[src/rtl/rmpss_pkg.sv]
// ----------------------------------------------------------------------------
// rmpss_pkg
// Shared types and constants of the range maximum prefix/suffix sum block.
// ----------------------------------------------------------------------------
package rmpss_pkg;

  localparam int unsigned MAX_ELEMENTS_DEF = 1024;
  localparam int unsigned LEVELS_DEF       = 11;

  localparam int unsigned ELEM_W = 16;
  localparam int unsigned IDX_W  = 10;
  localparam int unsigned SUM_W  = 32;

  typedef enum logic [1:0] {
    CMD_LOAD   = 2'd0,
    CMD_PREFIX = 2'd1,
    CMD_SUFFIX = 2'd2,
    CMD_CLEAR  = 2'd3
  } cmd_e;

  typedef enum logic [1:0] {
    ST_OK        = 2'd0,
    ST_BAD_RANGE = 2'd1,
    ST_NOT_BUILT = 2'd2,
    ST_FULL      = 2'd3
  } status_e;

  typedef enum logic [2:0] {
    S_IDLE,
    S_BLD_LVL,
    S_BLD_LO,
    S_BLD_HI,
    S_BLD_WR,
    S_Q_WALK,
    S_Q_DRAIN
  } state_e;

  // One table entry: block sum, best prefix sum and best suffix sum.
  typedef struct packed {
    logic signed [SUM_W-1:0] sum;
    logic signed [SUM_W-1:0] pre;
    logic signed [SUM_W-1:0] suf;
  } entry_t;

endpackage

[src/rtl/rmpss_merge.sv]
// ----------------------------------------------------------------------------
// rmpss_merge
// Combines two adjacent half blocks into the entry of the doubled block.
// ----------------------------------------------------------------------------
module rmpss_merge (
  input  rmpss_pkg::entry_t lo_i,
  input  rmpss_pkg::entry_t hi_i,
  output rmpss_pkg::entry_t out_o
);

  logic signed [rmpss_pkg::SUM_W-1:0] lo_plus_pre;
  logic signed [rmpss_pkg::SUM_W-1:0] suf_plus_hi;

  assign lo_plus_pre = lo_i.sum + hi_i.pre;
  assign suf_plus_hi = lo_i.suf + hi_i.sum;

  assign out_o.sum = lo_i.sum + hi_i.sum;
  assign out_o.pre = (lo_i.pre > lo_plus_pre) ? lo_i.pre : lo_plus_pre;
  assign out_o.suf = (suf_plus_hi > hi_i.suf) ? suf_plus_hi : hi_i.suf;

endmodule

[config.mk]
export PLATFORM = sky130hd
export DESIGN_NAME = rmpss_merge
export DESIGN_NICKNAME = d
export VERILOG_FILES = /design/src/rtl/rmpss_pkg.sv /design/src/rtl/rmpss_merge.sv
export SDC_FILE = /design/constraint.sdc
export NUM_CORES = 1
export LEC_CHECK = 0
export ABC_AREA = 0
export CAP_MARGIN = 20
export CORE_MARGIN = 4
export CORE_UTILIZATION = 30
export DETAILED_ROUTE_END_ITERATION = 12
export DONT_BUFFER_PORTS = 1
export MAX_ROUTING_LAYER = met4
export SYNTH_ARGS = -nofsm -noshare
export SYNTH_HDL_FRONTEND = slang
export SYNTH_SLANG_ARGS = --single-unit
[constraint.sdc]
create_clock -name vclk -period 4.7
set_input_delay 0.235 -clock vclk [all_inputs]
set_output_delay 0.235 -clock vclk [all_outputs]
set_load 0.03 [all_outputs]
-- Word level (Yosys, flattened, before mapping)
Cells that the tools add are included.
- register bits: 0
- latch bits: 0
- memory bits (writable): 0
- ROM bits: 0
- logic and storage cells: 7
- memories: 0
- $add $sub $neg: 3
- $mul: 0
- div/mod/pow operators: 0
- $lt $le $gt $ge: 2
- eq/ne operators: 0
- shift-type cells: 0
- multiplexer cells: 2
- bitwise gates (word level): 0
- reduce and logical (&&, ||, !) cells: 0
- operators by type and width (operator ; number):
    32-bit adder ; 3
    32-bit > comparator ; 2
    32-bit two-way mux ; 2

-- Logic depth before layout (Yosys ltp)
Gate-level depths: netlist of the first run.
- depth in word-level cells: 3
- gate-level depth with buffers: 22
- mapped depth without buffers: 21

-- Worst setup path before layout of the first run
No wires, ideal clock.
- kind: input -> output
- from: input lo_i[64] (netlist bit)
- to: output out_o[37] (netlist bit)
- data arrival time: 4.928 ns
- data required time: 4.465 ns
- setup slack: -0.463 ns
- stages: 20
- buffers on the path: 1
- cell sequence: ha_1 fa_1 a21o_1 a21oi_1 o211ai_1 and3_1 o21ai_0 a21oi_1 o21a_1 o21ai_0 nand2_1 ha_1 nand4_1 nor2_1 nand2_1 or4_1 o211a_1 nor2_1 buf_2 mux2i_1
- RTL lines (item ; RTL line ; RTL):
    from (decl) ; rmpss_merge.sv:6 ; input rmpss_pkg::entry_t lo_i,
    to (decl) ; rmpss_merge.sv:8 ; output rmpss_pkg::entry_t out_o

==> results.toml, run 1 <==
[pwr]
irDropWorstVdd_v = 0.0002182
p_per_area_nw_per_um2 = 317.8
power_leakage_nw = 4.675
total_power_mw = 3.007

[sta]
setup_viol = 6
holdWs_ns = 0.6433
min_period_ns = 4.719
period_share_pct = 100.4
clock.fmax_mhz = 211.9
slew_headroom_pct = 38.13
slew_viol_final = 0
layout_setup_ws_ns = -0.01885
worst_slew_pin_slew_ns = 0.9215
hold_violations = 0
rsz0062_at_grt = "yes"

[floorplanning]
io_pins = 288
dieArea_um2 = 25800
rows = 55
start_util_pct = 30.68
core-area_um2 = 22780
die_h_um = 160.6
dieWidth_um = 160.6

[yosys]
synth_top_cell_area_share_pct = 28.11
yosysTopAreaCell = "ha_1"
synth.distinct_cells = 57
synth-seq-area-share_pct = 0
yosys-top-cells-area = "ha_1 (28%), a21o_1 (8.5%), a21oi_1 (6.8%)"
synth.avg_cell_area_um2 = 7.123
syn-num-nets = 1333
syn_inst = 981
netlist_area_um2 = 6988
yosys_warnings = 0

[global_routing]
grt_pass1_wl_mm = 40.30
grt_usage_pct = 19.16
grt.overflow.total = 0
grt_max_degree = 25
grt_pass1_vias = 7616
antenna_found_initial = 1

[final_layout]
register_area_um2 = 0
area_growth_pct = 35.40
instances_no_fill = 1424
drive_gt1_share_pct = 24.59
seq_cell_count = 0
fill_cells = 2260
nets = 1464
clkbuf_count = 0
final_cell_area_um2 = 9462

[run_status]
status = "finished with violations"
violations = "negative setup slack"

[detailed_routing]
drtIter0Drc = 293
wl_per_cell_um = 18.72
drc = 0
vias = 7738
drt_pass1_iterations = 4
drtAntennaViolNets = 0
wirelength_mm = 26.66
viasPerCell = 5.434

[hold_path]
hold_class = "in -> out"
hold-path-cell-count = 2
holdCritStartpoint = "lo_i[37]"
hold-path-endpoint = "out_o[37]"

[critical_path]
cp.arrival_ns = 4.48
cp-end-kind = "primary output"
cp-start-kind = "input port"
cp_data_required_time_ns = 4.47
worstSetupPathType = "in -> out"
cp-startpoint = "lo_i[64]"
crit_fanout = 6

[place]
place_congestion = 0.9465
dpl_cell_area_um2 = 8458
placed_cells = 1385
dp_hpwl_mm = 22.56
io_buffers = 0

[job]
cap_viol_max_count = 0

[clocking]
postCtsHoldBufs = 0
-- cell families after synthesis --
| family | after synthesis | synth area share, % |
|---|---|---|
| AND/OR/NAND/NOR | 253 | 17.51 |
| AO/OA/AOI/OAI | 352 | 32.80 |
| multiplexers | 35 | 5.282 |
| adder cells (fa/ha/maj) | 160 | 28.97 |
| buffers and inverters | 102 | 5.533 |
| XOR/XNOR | 79 | 9.902 |
-- area by class of cell --
type               count  area (um2)  share of cell area [%]
well taps            313       391.6                   4.139
repair buffers       145        1296                   13.70
multi-input cells    879        7448                   78.72
inverters             86       322.8                   3.412
diodes                 1       2.502                 0.02645
-- layer usage --
metal / up-vias / share of wire [%] / GRT usage [%]
li1: 3902 / - / -
met1: 3593 / 43 / 23.41
met2: 198 / 49 / 33.75
met3: 45 / 4.8 / 2.361
met4: 0 / 3.2 / 4.263
met5: - / 0 / -
-- worst max-delay path by stage --
stage                     slack [ns]        end
after floorplan                -0.04  out_o[10]
after global placement         -0.35  out_o[33]
after detailed placement       -0.43  out_o[33]
after CTS                      0.004  out_o[36]
after global routing           -0.24  out_o[36]
final                          -0.02  out_o[49]
-- Yosys cell counts (2+ instances only) --
library cell / count
ha_1: 157
a21oi_1: 95
inv_1: 86
a21o_1: 79
nand2_1: 73
o21ai_0: 72
nor2_1: 60
xnor2_1: 51
xor2_1: 28
nand3_1: 25
mux2i_1: 23
o21bai_1: 18
and3_1: 17
nand4_1: 17
o21a_1: 17
clkbuf_1: 13
a211oi_1: 11
a31oi_1: 11
mux2_2: 11
nor2b_1: 11
nor3_1: 10
or3_1: 10
nand2b_1: 9
o211ai_1: 6
or2_2: 6
a31o_2: 5
o31ai_1: 5
a221o_1: 4
and2_1: 4
a2111oi_0: 3
a211o_1: 3
buf_2: 3
fa_1: 3
nor4_1: 3
o221ai_1: 3
a2111o_1: 2
a21boi_0: 2
a21oi_2: 2
a221oi_2: 2
and4_1: 2
nor4b_1: 2
o311a_1: 2
-- where the power goes --
part / internal [mW] / switching (mW) / total [mW]
Sequential: 0 / 0 / 0
Clock: 0.0000000287 / 0 / 0.0000000288
Combinational: 1.31 / 1.70 / 3.01
Total: 1.31 / 1.70 / 3.01
-- cells in the final DEF (no fill, tap or decap), types with 11 or more instances in the layout --
cell type  netlist  final
mux2_4           1     12
o21a_1          17     17
a21o_1          79     79
ha_1           157    146
a21oi_1         95     79
xnor2_1         51     47
o21bai_1        18     18
xor2_1          28     27
nand3_1         25     23
and3_1          17     14
nand4_1         17     17
nor2_1          60     53
nand2_1         73     71
buf_4            0    119
buf_6            0     16
mux2i_4          0     21
inv_1           86     86
nor2b_1         11     11
o21ai_1          0     22
a21oi_2          2     17
o21ai_0         72     39
-- critical path: stages --
cell and delay (ns):
ha_4 0.14, fa_2 0.34, a21o_1 0.18, a21oi_2 0.17
o211ai_1 0.15, and3_4 0.19, o21ai_2 0.15, buf_6 0.13
a21oi_2 0.05, o21a_1 0.21, or3_4 0.35, nand2_4 0.08
ha_4 0.12, nand4_1 0.13, nor2_2 0.18, nand2_2 0.09
or4_4 0.53, o211a_4 0.17, nor2_4 0.20, buf_12 0.16
buf_16 0.15, mux2i_4 0.36
-- metrics by stage --
step,util (%),TNS [ns],worst slack [ns]
global route,41.54,-5.678,-0.2366
floorplan,-,-0.7008,-0.03504
global placement,37.13,-10.83,-0.3517
CTS,39.23,0,0.003713
finish,41.54,-0.08834,-0.01885
detailed placement,37.13,-14.14,-0.4275
-- repair_timing --
action / 4_1_cts / 5_1_grt
gates cloned: 4 / 3
setup buffers: 21 / 13
setup endpoints to repair: 64 / 64
resized for setup: 72 / 81
endpoints found under the hold margin: 0 / 0
pin swaps: 27 / 51
Power figures use the tool's default switching activity.
==> run 2, diff against run 1 <==
- CORE_UTILIZATION: 30 -> 62
- PLACE_DENSITY: unset -> 0.81
- SETUP_SLACK_MARGIN: unset -> 0.05
==> run 2 against run 1 <==
Non-clock buffer count fell by 25. Critical endpoint is now out_o[55]. The run still ends with negative setup slack left. Sequential share of layout area stayed put. Utilization grew 44 points. Critical path type unchanged. Highest routed layer unchanged. Sequential cell count did not move. Routed wire length up 18%.
==> results.toml, run 2 (synthesized netlist as in run 1, its figures left out) <==
[sta]
slew_headroom_pct = 34.23
rsz0062_at_grt = "yes"
slew_viol_final = 0
clock.fmax_mhz = 203.3
setup_viol = 64
layout_setup_ws_ns = -0.2184
hold_violations = 0
tns_ns = -9.178
worst_slew_pin_slew_ns = 0.9796
period_share_pct = 104.6
holdWs_ns = 0.6476
min_period_ns = 4.918

[detailed_routing]
viasPerCell = 7.378
drt_pass1_iterations = 8
drtIter0Drc = 1015
drtAntennaViolNets = 0
wl_per_cell_um = 25.71
wirelength_mm = 31.49
drc = 0
vias = 9038

[final_layout]
seq_cell_count = 0
area_growth_pct = 33.73
register_area_um2 = 0
final_common_cell = "ha_1"
mostFrequentLayoutCells = "ha_1 (144), inv_1 (86), buf_4 (82)"
nets = 1439
clkbuf_count = 0
drive_gt1_share_pct = 27.56
final_cell_area_um2 = 9345
antenna_cells = 0

[critical_path]
cp-start-kind = "input port"
cp.arrival_ns = 4.68
crit_chain = "ha_4 -> fa_2 -> a21o_1 -> a21oi_2 -> o211ai_1 -> and3_4 -> o21ai_2 -> buf_6 -> a21oi_2 -> o21a_1 -> o21ai_2 -> nand2_4 -> ha_4 -> nand4_1 -> nor2_2 -> nand2_2 -> or4_4 -> o211a_4 -> nor2_4 -> buf_6 -> buf_12 -> mux2i_4"
cp_top_family = "simple AND/OR/NAND/NOR gates"
path_buf_inv = 3
critPathSlowestCell = "or4_4"
endpoint = "out_o[55]"
cp-end-kind = "primary output"
crit_fanout = 6
cp-startpoint = "lo_i[64]"
worstSetupPathType = "in -> out"
cp_data_required_time_ns = 4.47
cp.depth = 22
slowest_delay_ns = 0.50

[place]
place_congestion = 0.9753
io_buffers = 0
dp_hpwl_mm = 19.37
dpl_cell_area_um2 = 8122
pre_cts_ws_ns = -0.1351

[floorplanning]
core-area_um2 = 10940
dieArea_um2 = 13030
io_pins = 288
rows = 38
start_util_pct = 63.90
dieWidth_um = 114.2
die_h_um = 114.2

[run_status]
status = "finished with violations"
violations = "negative setup slack"

[global_routing]
grt_max_degree = 17
grt_pass1_wl_mm = 36.26
antenna_found_initial = 0
grt_usage_pct = 34.12
grt_pass1_vias = 7614
grt.overflow.total = 0

[hold_path]
hold_class = "in -> out"

[job]
cap_viol_max_count = 0

[pwr]
p_per_area_nw_per_um2 = 352.2
irDropWorstVdd_v = 0.0003333
total_power_mw = 3.292
power_leakage_nw = 4.635
==> run 2: cell types whose count changed in the layout (fill, tap and decap cells not counted), sizes merged <==
cell | previous run | this run
diode | 1 | 0
buf | 143 | 118
==> run 2: repair_timing <==
| action | in CTS | in global routing |
|---|---|---|
| pin swaps | 23 | 68 |
| resized for setup | 24 | 158 |
| cloned | 4 | 2 |
| buffers inserted | 10 | 27 |
| hold buffers | 0 | 0 |
| setup endpoints to repair | 58 | 64 |
==> run 2: worst min-delay path by stage <==
stage,end,from,slack [ns],cells past startpoint
after floorplan,out_o[37],lo_i[37],0.64,2
after global placement,out_o[61],lo_i[61],0.64,2
after detailed placement,out_o[43],lo_i[43],0.65,2
after CTS,out_o[43],lo_i[43],0.65,2
after global routing,out_o[26],hi_i[26],0.66,1
final,out_o[61],lo_i[61],0.65,2
==> run 2: final cells by class <==
type                       instances  area, um2
tap                              140      175.2
fill                             547       1590
multi-input combinational        879       7664
inverter                          86      322.8
timing repair buffer             120       1184
==> run 2: through the flow <==
step,util [%],cells
floorplan,-,981
global placement,74.27,1183
detailed placement,74.27,1183
CTS,76.99,1197
global route,85.46,1225
finish,85.46,1225
==> run 2: where the power goes <==
part / switching, mW / leakage (nW) / internal, mW
clock: 0 / 0 / 0
combinational: 1.91 / 4.64 / 1.38
sequential: 0 / 0 / 0
==> run 2: metal layers <==
layer / global-route usage, % / vias up / part of all wire [%]
met4: 12.75 / 0 / 8.5
met2: 58.63 / 789 / 46
met5: - / - / 0
met3: 5.233 / 280 / 11
li1: - / 3864 / -
met1: 40.15 / 4105 / 34
